$ cat src/rtl/core/frame_sequence_checker_defines.svh
// Assertion macros for the frame sequence checker RTL.
// Included by the modules that carry concurrent checks; no other dependencies.
`ifndef FRAME_SEQUENCE_CHECKER_DEFINES_SVH
`define FRAME_SEQUENCE_CHECKER_DEFINES_SVH

`ifndef SYNTHESIS

// Property that must hold at every clock edge outside reset
`define FSC_ASSERT(name, clk, rst, prop) \
  name: assert property (@(posedge clk) disable iff (rst) (prop)) \
    else $error("frame sequence checker assertion failed");

// Condition that must never be true outside reset
`define FSC_ASSERT_NEVER(name, clk, rst, cond) \
  `FSC_ASSERT(name, clk, rst, !(cond))

`else

`define FSC_ASSERT(name, clk, rst, prop)
`define FSC_ASSERT_NEVER(name, clk, rst, cond)

`endif

`endif

$ cat src/rtl/core/fsc_pkg.sv
// Shared types and constants for the frame sequence checker.
// No dependencies; used by every module of the block.
`default_nettype none

package fsc_pkg;

  // Field widths
  localparam int IDENT_W  = 29;
  localparam int LEN_W    = 4;
  localparam int FLAGS_W  = 8;
  localparam int WORD_W   = 32;
  localparam int MASK_W   = 5;

  // Stream widths: used bits and byte-padded bus widths
  localparam int IN_USED_W  = IDENT_W + LEN_W + FLAGS_W + 2 * WORD_W;
  localparam int IN_DATA_W  = ((IN_USED_W + 7) / 8) * 8;
  localparam int OUT_USED_W = MASK_W + 11 * WORD_W;
  localparam int OUT_DATA_W = ((OUT_USED_W + 7) / 8) * 8;

  // Configuration port
  localparam int CFG_IDX_W = 4;
  localparam logic [CFG_IDX_W-1:0] REG_FRAME_ID   = 4'd0;
  localparam logic [CFG_IDX_W-1:0] REG_LENGTH     = 4'd1;
  localparam logic [CFG_IDX_W-1:0] REG_TAIL_WORD  = 4'd2;
  localparam logic [CFG_IDX_W-1:0] REG_GAP_LIMIT  = 4'd3;

  // Reset values of the configuration registers
  localparam logic [IDENT_W-1:0] FRAME_ID_RST  = 29'h100;
  localparam logic [LEN_W-1:0]   LENGTH_RST    = 4'd8;
  localparam logic [WORD_W-1:0]  TAIL_WORD_RST = 32'h3412_55AA; // bytes AA 55 12 34
  localparam logic [WORD_W-1:0]  GAP_LIMIT_RST = 32'd500000;

  // Bit positions in the error mask
  localparam int ERR_SEQ    = 0;
  localparam int ERR_IDENT  = 1;
  localparam int ERR_LENGTH = 2;
  localparam int ERR_FLAGS  = 3;
  localparam int ERR_TAIL   = 4;

  // One input item; last field sits in the lowest bits
  typedef struct packed {
    logic [WORD_W-1:0]  tail_word;
    logic [WORD_W-1:0]  sequence_word;
    logic [FLAGS_W-1:0] frame_flag_bits;
    logic [LEN_W-1:0]   frame_length_code;
    logic [IDENT_W-1:0] frame_ident;
  } frame_t;

  // Configuration registers
  typedef struct packed {
    logic [IDENT_W-1:0] expected_frame_id;
    logic [LEN_W-1:0]   expected_length_code;
    logic [WORD_W-1:0]  expected_tail_word;
    logic [WORD_W-1:0]  gap_limit;
  } cfg_t;

  // Classified frame handed from the check stage to the tally stage
  typedef struct packed {
    logic [MASK_W-1:0] mask;
    logic [WORD_W-1:0] expected_seq;
    logic [WORD_W-1:0] first;
    logic [WORD_W-1:0] gap;
    logic              forward;
    logic              backward;
  } event_t;

  // Running totals
  typedef struct packed {
    logic [WORD_W-1:0] checked;
    logic [WORD_W-1:0] sequence_err;
    logic [WORD_W-1:0] missing;
    logic [WORD_W-1:0] jump;
    logic [WORD_W-1:0] backward;
    logic [WORD_W-1:0] ident_err;
    logic [WORD_W-1:0] length_err;
    logic [WORD_W-1:0] flag_err;
    logic [WORD_W-1:0] tail_err;
  } tally_t;

  // One result item; last field sits in the lowest bits
  typedef struct packed {
    logic [WORD_W-1:0] tail_error_total;
    logic [WORD_W-1:0] flag_error_total;
    logic [WORD_W-1:0] length_error_total;
    logic [WORD_W-1:0] ident_error_total;
    logic [WORD_W-1:0] backward_total;
    logic [WORD_W-1:0] large_jump_total;
    logic [WORD_W-1:0] missing_frame_total;
    logic [WORD_W-1:0] sequence_error_total;
    logic [WORD_W-1:0] frames_checked;
    logic [WORD_W-1:0] first_sequence;
    logic [WORD_W-1:0] expected_seq;
    logic [MASK_W-1:0] error_mask;
  } result_t;

endpackage

`default_nettype wire

$ cat src/rtl/core/fsc_tally.sv
// Tally stage: accumulates the error counters from classified frames.
// Depends on fsc_pkg for event_t, tally_t, result_t and the error bit positions.
`default_nettype none

module fsc_tally (
  input  logic                       clk,
  input  logic                       rst,
  input  logic                       fire,
  input  fsc_pkg::event_t            ev,
  input  logic [fsc_pkg::WORD_W-1:0] gap_limit,
  output fsc_pkg::result_t           res
);
  import fsc_pkg::*;

  tally_t            totals;
  tally_t            totals_next;
  logic              in_limit;
  logic [WORD_W-1:0] missing_sum;

  // Gap compare and sum run side by side, then select
  assign in_limit    = (ev.gap <= gap_limit);
  assign missing_sum = totals.missing + ev.gap;

  always_comb begin
    totals_next.checked      = totals.checked + 32'd1;
    totals_next.sequence_err = totals.sequence_err + WORD_W'(ev.mask[ERR_SEQ]);
    totals_next.missing      = (ev.forward && in_limit) ? missing_sum : totals.missing;
    totals_next.jump         = totals.jump + WORD_W'(ev.forward && !in_limit);
    totals_next.backward     = totals.backward + WORD_W'(ev.backward);
    totals_next.ident_err    = totals.ident_err + WORD_W'(ev.mask[ERR_IDENT]);
    totals_next.length_err   = totals.length_err + WORD_W'(ev.mask[ERR_LENGTH]);
    totals_next.flag_err     = totals.flag_err + WORD_W'(ev.mask[ERR_FLAGS]);
    totals_next.tail_err     = totals.tail_err + WORD_W'(ev.mask[ERR_TAIL]);
  end

  // Counters, wrapping modulo 2^32
  always_ff @(posedge clk) begin
    if (rst) begin
      totals <= '0;
    end else if (fire) begin
      totals <= totals_next;
    end
  end

  // Result item for this frame
  always_comb begin
    res.error_mask           = ev.mask;
    res.expected_seq         = ev.expected_seq;
    res.first_sequence       = ev.first;
    res.frames_checked       = totals_next.checked;
    res.sequence_error_total = totals_next.sequence_err;
    res.missing_frame_total  = totals_next.missing;
    res.large_jump_total     = totals_next.jump;
    res.backward_total       = totals_next.backward;
    res.ident_error_total    = totals_next.ident_err;
    res.length_error_total   = totals_next.length_err;
    res.flag_error_total     = totals_next.flag_err;
    res.tail_error_total     = totals_next.tail_err;
  end

  `include "frame_sequence_checker_defines.svh"

  `FSC_ASSERT(a_checked_counts, clk, rst, fire |=> (totals.checked == $past(totals.checked) + 32'd1))
  `FSC_ASSERT(a_totals_hold, clk, rst, !fire |=> $stable(totals))

endmodule

`default_nettype wire

$ cat config.mk
export PLATFORM = sky130hd
export DESIGN_NAME = fsc_tally
export DESIGN_NICKNAME = d
export VERILOG_FILES = /design/src/rtl/core/fsc_pkg.sv /design/src/rtl/core/fsc_tally.sv
export VERILOG_INCLUDE_DIRS = /design/src /design/src/rtl/core
export SDC_FILE = /design/constraint.sdc
export NUM_CORES = 1
export LEC_CHECK = 0
export BUFFER_PORTS_ARGS = -buffer_cell sky130_fd_sc_hd__buf_2
export CAP_MARGIN = 15
export CORE_UTILIZATION = 50
export DETAILED_ROUTE_END_ITERATION = 7
export GPL_TIMING_DRIVEN = 1
export PLACE_DENSITY = 0.76
export SLEW_MARGIN = 20
export SYNTH_ARGS = -nofsm -noshare
export SYNTH_HDL_FRONTEND = slang
export SYNTH_SLANG_ARGS = --single-unit
$ cat constraint.sdc
create_clock -name clk -period 5.7 [get_ports clk]
set_clock_uncertainty 0.15 [all_clocks]
set_input_delay 0.57 -clock clk [delete_from_list [all_inputs] [get_ports clk]]
set_output_delay 0.57 -clock clk [all_outputs]
set_load 0.005 [all_outputs]
==> results by group <==
GRT
  • First-pass GRT wire length: 78.8 mm
  • Vias in the first global route: 16,300
  • Pin count of the biggest net entering global routing: 111
  • Gr usage total: 24.5%
  • Number of antenna violations at the first check in global routing: 2
  • Grt total ovfl: 0

STA
  • Setup violators final: 0
  • Minimum clock period: 5.41 ns
  • Setup TNS: 0 ns
  • Max Freq: 185 MHz
  • Tcrit/Tclk final: 95.0%
  • Rel. slew slack: 30.9%
  • Fin. max-slew vios: 0
  • Worst Max-Slew Pin Slew: 1.04 ns
  • RSZ-0062 raised after global routing: false
  • Final Hold Vio Count: 0

Layout
  • Commonest cells after routing, fill and taps aside: 364 x buf_2, 314 x xor2_1, 306 x nor2_1, 288 x dfxtp_1, 285 x nand2_1
  • Largest Register: totals
  • Final #Nets: 2,829
  • Biggest registers after layout: totals: 288 flops
  • Number of flip-flops in the largest register: 288
  • Fin cells: 3,150
  • Share of layout cells above drive strength 1: 18.7%
  • Commonest non-fill, non-tap cell in the layout: buf_2
  • FILL cells: 3,405
  • Area growth from synthesis to layout: 13.9%

Die
  • Core area: 0.0376 mm^2
  • Top-level port count: 495
  • Die Height: 197 um
  • Die area: 0.0388 mm^2
  • Site Rows: 71
  • Initial Util: 50.6%
  • Die Wd: 197 um

Critical path
  • Worst reg2reg path endpoint: totals[218]
  • WP data arrival: 4.69 ns
  • Critical path's largest stage delay: 0.50 ns
  • Critical path peak fanout: 5
  • CP max-delay cell: nor4_2
  • Cell repeated most along the worst path: and3_1
  • Worst endpoint required time: 4.98 ns
  • Worst setup EP type: output port
  • Critical path class: in -> out
  • Worst setup SP type: primary input
  • Flop2flop setup slack: 2.18 ns
  • CP Cell Sequence: buf_2, ha_1, nand4_1, nor4_2, nand2_1, a31o_2, a21boi_0, ha_1, ha_1, and3_1, and3_1, and3_1, and3_1, nor2b_1, nand3_1, nor2_1, xor2_1, buf_2
  • RR Startpoint: totals[192]
  • FF-to-FF path depth: 12

Routing
  • 1st-iter DRT viols: 744
  • Antenna Nets Post-Route: 0
  • DRC errors left: 0
  • Via count: 16,800
  • Vias per inst: 5.35
  • Total Routed Length: 48.8 mm
  • Avg WL per Cell: 15.5 um
  • TritonRoute pass-1 iters: 7

Clock tree
  • Max clock buf depth: 3
  • TritonCTS clock tree: yes
  • H-tree Lvls: 2
  • Total CTS buffers: 35
  • # clock sinks: 288
  • Post-CTS Hold Fix Bufs: 0
  • Worst-path clk slew: 0.06 ns
  • Clock Tree Root: clkbuf_16
  • Clk_lat worst skew: 0.54 ns

Logic synthesis
  • Complex-gate fraction of the synthesized area: 6.79%
  • Synth async-reset ratio: 0%
  • Main combinational cell family by area after synthesis: simple AND/OR/NAND/NOR gates
  • Mux cell area share after synthesis: 2.43%
  • Cells after synthesis: 2,401
  • Sequential share of the synthesized area: 30.3%
  • EDFF count, synth: 0
  • Library cells used by synthesis: 71
  • Post-Syn Nets: 2,618
  • Syn avg cell area: 7.92 um^2
  • Synth Area in Adders: 5.24%
  • Post-synthesis xor/xnor area fraction: 21.9%
  • Yosys warns: 0
  • Synth Flop Type: dfxtp_1
  • Flops & latches, synth: 288
  • Synth Area in Simple Gates: 26.5%
  • Mapped cell area: 0.0190 mm^2

Placed design
  • GPL Wtd Cong: 0.983
  • Detailed placement HPWL: 35.5 mm
  • Placed instance count: 3,086
  • Buffers added on ports: 366

Power and ir drop
  • P_leak: 10.2 nW
  • PwrDens: 218 mW/mm^2
  • Peak supply drop: 0.212 mV

Hold path
  • Hold path depth: 4
  • Hold Path Class: in -> reg
  • Hold EP: totals[128]
  • Hold Path Origin: ev[0]

Run status
  • Status: completed

Flow run
  • Max-cap violation count: 0
## worst max-delay path by stage
stage / slack [ns] / end / start / depth (start not counted)
3_5_place_dp: 0.18 / res[191] / ev[15] / 18
6_report: 0.29 / res[191] / ev[31] / 18
2_1_floorplan: 1.10 / res[191] / gap_limit[13] / 18
3_3_place_gp: 0.25 / res[191] / ev[15] / 18
5_1_grt: 0.02 / res[191] / ev[32] / 18
4_1_cts: 0.13 / res[191] / ev[15] / 18
## through the flow
stage / area (um^2) / worst slack [ns] / utilization, % / total power [mW] / hold WS, ns
after CTS: 21600 / 0.131 / 57.6 / 4.78 / 0.255
after global routing: 21700 / 0.0159 / 57.6 / 4.91 / 0.310
after detailed placement: 20500 / 0.178 / 54.6 / 2.58 / 0.316
after global placement: 20500 / 0.250 / 54.6 / 2.57 / 0.311
after floorplan: 19000 / 1.10 / - / 2.46 / 0.300
final: 21700 / 0.285 / 57.6 / 4.73 / 0.283
## cells by family (layout without fill, tap and decap cells)
| family | after synthesis | in the layout |
|---|---|---|
| and+or+nand+nor | 1035 | 1035 |
| xor gates and xnor gates | 476 | 476 |
| other | 0 | 2 |
| AOI/OAI and AO/OA | 220 | 220 |
| adders and majority gates | 79 | 79 |
| muxes | 43 | 43 |
| DFF | 288 | 288 |
| buffers and inverters | 260 | 496 |
## Yosys cell counts (5+ instances only)
cell type / n / area, um^2
xor2_1: 314 / 2750
nor2_1: 307 / 1150
dfxtp_1: 288 / 5770
nand2_1: 285 / 1070
xnor2_1: 162 / 1420
nand3_1: 117 / 586
clkbuf_1: 101 / 379
a21oi_1: 100 / 500
and3_1: 83 / 519
ha_1: 78 / 976
buf_4: 76 / 571
nand4_1: 74 / 463
inv_1: 57 / 214
o21ai_0: 47 / 235
and2_1: 41 / 257
or3_1: 34 / 213
buf_2: 25 / 125
mux2_2: 25 / 282
a21o_1: 20 / 150
mux2i_1: 18 / 180
and4_1: 17 / 149
nor2b_1: 13 / 81.3
nor3_1: 13 / 65.1
a31oi_1: 7 / 43.8
o21a_1: 7 / 52.6
nand2b_1: 5 / 31.3
o21bai_1: 5 / 37.5
## final cells by class
class                           instances  area [um^2]  share of cell area (%)
Multi-Input combinational cell       1853        12000                    55.3
Sequential cell                       288         5770                    26.6
Timing Repair Buffer                  377         1930                    8.91
Clock buffer                           54         1070                    4.93
Tap cell                              511          639                    2.95
Inverter                               57          214                   0.988
Clock inverter                          8         58.8                   0.271
Antenna cell                            2         5.00                  0.0231
## critical path, delay by kind of cell
kind | cells | cell delay [ns]
simple gates | 10 | 2.51
compound gates | 2 | 0.44
xor+xnor | 1 | 0.17
buf+inv | 2 | 0.25
fa+ha+maj | 3 | 0.75
## what timing repair did
| item | in CTS | in global routing |
|---|---|---|
| setup endpoints to repair | 0 | 4 |
| buffers inserted | 0 | 0 |
| hold endpoints to repair | 0 | 0 |
| resized for setup | 0 | 2 |
## report_power, final
group / internal [mW] / switching [mW] / total (mW)
Sequential: 2.04 / 0.0183 / 2.05
Clock: 1.29 / 0.884 / 2.18
Combinational: 0.199 / 0.296 / 0.494
Total: 3.53 / 1.20 / 4.73
## routing by layer
layer	GRT usage, %	wire length (um)	up-vias	part of all wire, %
met2	41.4	23200	494	48
met5	0	0	-	0
met3	5.63	3230	147	6.6
li1	-	-	8337	-
met1	28.4	20100	7871	41
met4	13.6	2290	0	4.7
Power figures use the tool's default switching activity.
